**config.mk**
```make
export PLATFORM = sky130hd
export DESIGN_NAME = sip_div_cell
export DESIGN_NICKNAME = d
export VERILOG_FILES = /design/src/rtl/core/sip_pkg.sv /design/src/rtl/core/sip_div_cell.sv
export SDC_FILE = /design/constraint.sdc
export NUM_CORES = 1
export LEC_CHECK = 0
export ABC_AREA = 1
export BUFFER_PORTS_ARGS = -buffer_cell sky130_fd_sc_hd__buf_4
export CAP_MARGIN = 20
export CORE_AREA = 2 2 212 214
export CTS_CLUSTER_DIAMETER = 200
export DETAILED_ROUTE_END_ITERATION = 12
export DIE_AREA = 0 0 214 216
export GPL_TIMING_DRIVEN = 0
export PLACE_DENSITY = 0.69
export SLEW_MARGIN = 20
export SYNTH_ARGS = -nofsm -noshare
export SYNTH_HDL_FRONTEND = slang
export SYNTH_SLANG_ARGS = --single-unit
```
**constraint.sdc**
```tcl
create_clock -name clk -period 2 [get_ports clk]
set_clock_uncertainty 0.05 [all_clocks]
set_input_delay 0.1 -clock clk [delete_from_list [all_inputs] [get_ports clk]]
set_output_delay 0.1 -clock clk [all_outputs]
set_load 0.02 [all_outputs]
```
**src/rtl/core/sip_pkg.sv**
```systemverilog
// Package for the segment intersection parameter unit.
// Holds the fixed field widths and the default parameter values.
// Depends on nothing; every other file of the block uses it.
`default_nettype none

package sip_pkg;

    // Widths of the transaction fields.
    localparam int COORD_W = 16;
    localparam int PARAM_W = 32;

    // Defaults for the top-level parameters.
    localparam int COORD_BITS_DEF = 16;
    localparam int FRAC_BITS_DEF  = 16;

endpackage

`default_nettype wire

```
**src/rtl/core/sip_div_cell.sv**
```systemverilog
// One cell of the restoring divider chain: settles one quotient bit for
// both parameters and hands the partial state to the next cell.
// Depends on sip_pkg.
`default_nettype none

module sip_div_cell #(
    parameter int MW = 2 * sip_pkg::COORD_BITS_DEF + 1,
    parameter int NW = MW + sip_pkg::FRAC_BITS_DEF
) (
    input  wire logic                        clk,
    input  wire logic                        rst_n,
    input  wire logic                        en,
    input  wire logic                        valid_i,
    input  wire logic                        meet_i,
    input  wire logic [MW-1:0]               d_i,
    input  wire logic [NW-1:0]               n_i [2],
    input  wire logic [MW-1:0]               r_i [2],
    input  wire logic [sip_pkg::PARAM_W-1:0] q_i [2],
    input  wire logic                        ovf_i [2],
    input  wire logic                        neg_i [2],
    output logic                             valid_o,
    output logic                             meet_o,
    output logic [MW-1:0]                    d_o,
    output logic [NW-1:0]                    n_o [2],
    output logic [MW-1:0]                    r_o [2],
    output logic [sip_pkg::PARAM_W-1:0]      q_o [2],
    output logic                             ovf_o [2],
    output logic                             neg_o [2]
);

    localparam int QW = sip_pkg::PARAM_W;

    logic          valid_reg, meet_reg;
    logic [MW-1:0] d_reg;
    logic [NW-1:0] n_reg [2];
    logic [MW-1:0] r_reg [2];
    logic [QW-1:0] q_reg [2];
    logic          ovf_reg [2];
    logic          neg_reg [2];
    logic [MW:0]   rem2 [2];
    logic [MW:0]   diff [2];
    logic          take [2];

    // Trial subtraction of the divisor from the shifted remainder, per lane.
    always_comb
    begin
        for (int k = 0; k < 2; k++)
        begin
            rem2[k] = {r_i[k], n_i[k][NW-1]};
            diff[k] = rem2[k] - {1'b0, d_i};
            take[k] = (rem2[k] >= {1'b0, d_i});
        end
    end

    // Valid bit of the cell.
    always_ff @(posedge clk or negedge rst_n)
    begin
        if (!rst_n)
        begin
            valid_reg <= 1'b0;
        end
        else if (en)
        begin
            valid_reg <= valid_i;
        end
    end

    // Partial quotient, remainder and remaining dividend bits.
    always_ff @(posedge clk)
    begin
        if (en)
        begin
            meet_reg <= meet_i;
            d_reg    <= d_i;
            for (int k = 0; k < 2; k++)
            begin
                n_reg[k]   <= n_i[k] << 1;
                r_reg[k]   <= take[k] ? diff[k][MW-1:0] : rem2[k][MW-1:0];
                q_reg[k]   <= {q_i[k][QW-2:0], take[k]};
                ovf_reg[k] <= ovf_i[k] | q_i[k][QW-1];
                neg_reg[k] <= neg_i[k];
            end
        end
    end

    assign valid_o = valid_reg;
    assign meet_o  = meet_reg;
    assign d_o     = d_reg;
    assign n_o     = n_reg;
    assign r_o     = r_reg;
    assign q_o     = q_reg;
    assign ovf_o   = ovf_reg;
    assign neg_o   = neg_reg;

endmodule

`default_nettype wire

```
==> results.json, run 1 <==
{
  "drv_cap": 0,
  "grt_max_degree": 91,
  "worst_setup_path_end_kind": "register",
  "multiInputGateArea_mm2": 0.005341,
  "drc": 0,
  "vias": 14201,
  "portBuffers": 534,
  "cts_setup_buffers": 0,
  "rsz0062_at_grt": "false",
  "initial_core_util_pct": 33.16,
  "stdcell_area_mm2": 0.02304,
  "cp_max_fo": 10,
  "leakagePower_uw": 0.01126,
  "status": "finished with violations",
  "final_common_cell": "nand2_1",
  "drtIter0Drc": 962,
  "total_power_uw": 17230,
  "n_fill_cell": 3825,
  "coreArea_mm2": 0.04384,
  "crit_arrival_ps": 2130,
  "cts.htree.levels": 1,
  "worst-slew-pin-transition_ps": 543.9,
  "seqCellArea_mm2": 0.007953,
  "max-clock-path-buffers": 3,
  "place_ws_ps": -594.5,
  "dieHeight_um": 216,
  "placed_cells": 2726,
  "maxSlewHeadroom_pct": 63.74,
  "wire_per_inst_um": 18.96,
  "timing.hold.ws_ps": -150.7,
  "insertion_delay_ps": 560,
  "grt_usage_pct": 24.39,
  "fp.dieW_um": 214,
  "finalSetupTns_ps": 0,
  "synth_xor_area_share_pct": 1.687,
  "dpl_cell_area_mm2": 0.01938,
  "min_period_ps": 1905,
  "num_io_pins": 537,
  "synth_top_family_by_area": "simple AND/OR/NAND/NOR gates",
  "min_period_over_period_pct": 95.26,
  "violations": "hold timing",
  "synthMuxAreaShare_pct": 0.07748,
  "powerDensity_mw_per_mm2": 747.7,
  "syn_avg_cell_area_um2": 9.106,
  "setup-violations-final": 0,
  "via_per_inst": 4.655,
  "grt_pass1_vias": 14530,
  "peakVddDrop_mv": 0.5717,
  "syn_inst": 1596,
  "fmax_mhz": 524.9,
  "syn_area_mm2": 0.01453,
  "report.final.slew_viol_count": 0,
  "seq_area_frac_synth_pct": 54.72,
  "area_growth_pct": 58.50,
  "dieArea_mm2": 0.04622,
  "synth_cell_types": 35,
  "synth_compound_area_share_pct": 1.739,
  "cts_root_buffer": "clkbuf_16",
  "hp-class": "in2reg",
  "drive_gt1_share_pct": 27.70,
  "setup_ws_ps": 94.76,
  "crit_required_ps": 2230,
  "ant_nets": 0,
  "layout_common_cells": "575 x nand2_1, 539 x buf_4, 283 x inv_1, 267 x dlygate4sd3_1, 264 x edfxtp_1",
  "routed_wl_um": 57830,
  "clkTransAtPathRegs_ps": 60,
  "cp-start-kind": "input port",
  "instances_no_fill": 3051,
  "yosysWarnings": 0,
  "first_pass_iters": 5,
  "cts_sinks": 265,
  "antenna_found_initial": 3,
  "fin_nets": 2770,
  "synthAdderAreaFrac_pct": 5.957,
  "cts_made_buffers": 29,
  "gp_congestion": 0.9748,
  "ys_ff_latch": 265,
  "cts_tree": "yes",
  "synth-simple-area-share_pct": 27.17,
  "grt_pass1_wl_um": 86450,
  "post-dp-hpwl_um": 42880,
  "critPathKind": "in2reg",
  "hold_viol_final": 2,
  "grt.overflow.total": 0,
  "core.rowCount": 77
}
registers in the layout, summed over array words and instances, names as in the netlist:
name / count
d_o: 33
valid_o: 1
r_o: 66
meet_o: 1
ovf_o: 2
n_o: 96
q_o: 64
neg_o: 2
worst max-delay path, stage by stage:
cell and delay (ps):
buf_4 80, inv_1 90, ha_1 420, nand2_1 210
nor3_2 280, nand3_1 130, nor2_1 180, nand2_1 90
nand2_2 80, nor2_4 80, buf_2 190, nand3_1 80
nand2_1 130
per-layer routing:
metal / share of wire [%] / track usage, % / up-vias
li1: - / - / 6814
met1: 37 / 26.77 / 6747
met2: 53 / 46.35 / 525
met3: 5.0 / 3.453 / 115
met4: 4.4 / 11.03 / 0
met5: 0 / 0 / -
report_power, final:
part           internal (uW)  total (uW)  switching (uW)
registers               6770        6950             182
logic                   2020        4780            2760
clock network           3190        5490            2310
total                  12000       17200            5250
cell usage after synthesis, drive strengths merged:
| cell | count | area share, % |
|---|---|---|
| nand2 | 593 | 16 |
| inv | 285 | 7.4 |
| edfxtp | 264 | 55 |
| nand3 | 137 | 5.8 |
| nor2 | 84 | 2.4 |
| ha | 66 | 5.7 |
| a21oi | 41 | 1.5 |
| xor2 | 26 | 1.6 |
| nand3b | 22 | 1.1 |
| buf | 20 | 1.3 |
| nor3 | 20 | 0.90 |
| and2 | 13 | 0.56 |
| or2 | 7 | 0.30 |
| a21o | 4 | 0.21 |
| nand4 | 4 | 0.17 |
| fa | 2 | 0.28 |
| o21ai | 2 | 0.069 |
| xnor2 | 2 | 0.12 |
| and3 | 1 | 0.043 |
| conb | 1 | 0.026 |
| dfrtp | 1 | 0.17 |
| mux2 | 1 | 0.077 |
worst paths after layout:
kind                                      from             endpoint  slack [ps]  cells after the start
max                                     d_i[3]    r_o[17]$_DFFE_PP_          90                     13
min                                     r_i[0]     r_o[1]$_DFFE_PP_        -150                      3
max reg2reg                valid_o$_DFFE_PN0P_  valid_o$_DFFE_PN0P_        1190                      1
min reg2reg                valid_o$_DFFE_PN0P_  valid_o$_DFFE_PN0P_         480                      1
max in group asynchronous                rst_n  valid_o$_DFFE_PN0P_        1460                      3
min in group asynchronous                rst_n  valid_o$_DFFE_PN0P_         340                      3
area by class of cell:
class                           instances  area share (%)
Buffer                                 20          0.7984
Inverter                              285           4.644
Clock buffer                           31           3.183
Tap cell                              592           3.215
Clock inverter                         23           1.010
Timing Repair Buffer                  804           29.40
Multi-Input combinational cell       1027           23.19
Sequential cell                       265           34.52
Antenna cell                            4         0.04345
what timing repair did:
item | in CTS | in global routing
pin swaps | 0 | 0
gates resized for setup | 1 | 1
setup endpoints to repair | 2 | 1
hold endpoints to repair | 324 | 2
hold buffers | 266 | 1
metrics by stage:
stage	hold WS, ps	utilization, %
floorplan	-245.6	-
global placement	-173.8	44.00
detailed placement	-173.8	44.20
CTS	-186.6	52.49
global route	-114.1	52.54
finish	-150.7	52.55
cells by family (layout without fill, tap and decap cells):
group / Yosys count / in the layout
flops: 265 / 265
simple gates: 881 / 881
buf+inv: 305 / 1163
xor+xnor: 28 / 28
compound gates: 47 / 47
mux: 1 / 1
other cells: 1 / 6
fa+ha+maj: 68 / 68
Power figures use the tool's default switching activity.
==> run 2: changes to the inputs <==
Settings changed: RECOVER_POWER set to 100.
==> run 2 against run 1 <==
Effect of this change: sequential power is essentially flat; total power is 3.0% lower; critical endpoint is now r_o[52]$_DFFE_PP_; die area stayed put; the flow still finishes with violations (hold timing); wire length is essentially flat; clock power about the same; sequential share of layout area grew 1.8 points; critical path depth is 1 higher.
==> results.json, run 2 (same netlist as run 1, synthesis figures left out) <==
{
  "cp_common_cell": "nand2_1",
  "grt_pass1_wl_um": 86450,
  "insertion_delay_ps": 550,
  "reg2reg_from": "valid_o$_DFFE_PN0P_",
  "max-clock-path-buffers": 3,
  "vias": 14252,
  "violations": "hold timing",
  "hold_viol_final": 2,
  "cts_sinks": 265,
  "post-dp-hpwl_um": 42880,
  "min_period_ps": 1972,
  "p_seq_share_pct": 41.5,
  "drc": 0,
  "hp-class": "in2reg",
  "setup-violations-final": 0,
  "status": "finished with violations",
  "cp_num_cells": 14,
  "largest_reg_flops": 96,
  "drtIter0Drc": 955,
  "portBuffers": 534,
  "drive_gt1_share_pct": 15.40,
  "wire_per_inst_um": 18.96,
  "final_common_cell": "nand2_1",
  "critPathKind": "in2reg",
  "slowest_delay_ps": 390,
  "rsz0062_at_grt": "false",
  "finalSetupTns_ps": 0,
  "power_frac_comb_pct": 25.7,
  "fp.dieW_um": 214,
  "ant_nets": 0,
  "slowest_stage": "ha_1",
  "initial_core_util_pct": 33.16,
  "powerDensity_mw_per_mm2": 764.5,
  "cp-start-kind": "input port",
  "cts.htree.levels": 1,
  "cts_tree": "yes",
  "rr_worst_depth": 1,
  "place_ws_ps": -594.5,
  "p_switching_uw": 5220,
  "crit_arrival_ps": 2230,
  "fin_nets": 2770,
  "cts_root_buffer": "clkbuf_16",
  "dieHeight_um": 216,
  "p_int_uw": 11500,
  "clkTransAtPathRegs_ps": 60,
  "coreArea_mm2": 0.04384,
  "leakagePower_uw": 0.01013,
  "dieArea_mm2": 0.04622,
  "cp_max_fo": 10,
  "min_period_over_period_pct": 98.61,
  "crit_required_ps": 2260,
  "path_delay_family": "simple AND/OR/NAND/NOR gates",
  "routed_wl_um": 57840,
  "first_pass_iters": 5,
  "whs_path_depth": 3,
  "fmax_mhz": 507.0,
  "drv_cap": 0,
  "maxSlewHeadroom_pct": 36.61,
  "clkPwrFrac_pct": 32.8,
  "path_cells": "clkbuf_1 -> inv_1 -> ha_1 -> nand2_1 -> nor2_1 -> nand2_1 -> nor2_1 -> nand3b_1 -> nand2_2 -> nor2_4 -> nand2_8 -> buf_12 -> nand3_1 -> nand2_1",
  "grt.overflow.total": 0,
  "grt_pass1_vias": 14530,
  "peakVddDrop_mv": 0.5602,
  "setup_ws_ps": 27.78,
  "num_io_pins": 537,
  "report.final.slew_viol_count": 0,
  "timing.hold.ws_ps": -151.8,
  "grt_max_degree": 91,
  "cp_num_buf_inv": 3,
  "swShare_pct": 31.23,
  "grt_usage_pct": 24.39,
  "core.rowCount": 77,
  "cts_made_buffers": 29,
  "gp_congestion": 0.9748,
  "via_per_inst": 4.671,
  "worst-slew-pin-transition_ps": 950.9,
  "layout_common_cells": "575 x nand2_1, 291 x clkbuf_1, 283 x inv_1, 267 x dlygate4sd3_1, 264 x edfxtp_1",
  "cts_setup_buffers": 0,
  "cp-startpoint": "d_i[23]",
  "worst_setup_path_end_kind": "register",
  "antenna_found_initial": 3,
  "area_growth_pct": 50.44,
  "holdCritStartpoint": "r_i[0]"
}
-- run 2: path summary, 6_finish.rpt --
| path | end | slack (ps) |
|---|---|---|
| worst min register to register | valid_o$_DFFE_PN0P_ | 480 |
| worst max register to register | valid_o$_DFFE_PN0P_ | 1190 |
| worst min-delay path | r_o[1]$_DFFE_PP_ | -150 |
| max in group asynchronous | valid_o$_DFFE_PN0P_ | 1440 |
| worst max-delay path | r_o[52]$_DFFE_PP_ | 30 |
| min in group asynchronous | valid_o$_DFFE_PN0P_ | 350 |
-- run 2: cell type report --
class / count / area (um2)
buffer: 20 / 183.9
inverter: 285 / 1070
fill: 4216 / 21970
multi-input combinational: 1027 / 5279
sequential: 265 / 7953
timing repair buffer: 804 / 5663
clock buffer: 31 / 733.2
clock inverter: 23 / 232.7
tap: 592 / 740.7
antenna: 4 / 10.01
-- run 2: stage by stage --
stage          utilization (%)  std cells  power [uW]  area (um2)
3_3_place_gp             44.00       2723       11260       19290
6_report                 49.88       3051       16720       21860
5_1_grt                  49.87       3050       17450       21860
2_1_floorplan                -       1597        9297       14540
3_5_place_dp             44.20       2726       11310       19380
4_1_cts                  52.49       3046       17230       23010
-- run 2: power groups by stage --
stage               Sequential, uW  Clock, uW  Combinational [uW]
floorplan                     7730          0                1570
global placement              7050          0                4210
detailed placement            7040          0                4270
CTS                           6930       5560                4740
global route                  6980       5820                4650
finish                        6940       5490                4290
-- run 2: what timing repair did --
action                     in CTS  in global routing
hold endpoints to repair      324                  2
pin swaps                       0                  0
setup endpoints to repair       2                  1
gates cloned                    0                  0
resized for setup               1                  1
hold buffers                  266                  1
-- run 2: metal layers --
metal	global-route usage, %	share of wire (%)	routed length [um]	vias to the layer above
met4	11.03	4.4	2562	0
met5	0	0	0	-
met1	26.77	38	21760	6780
li1	-	-	-	6812
met2	46.35	53	30640	535
met3	3.453	5.0	2873	125
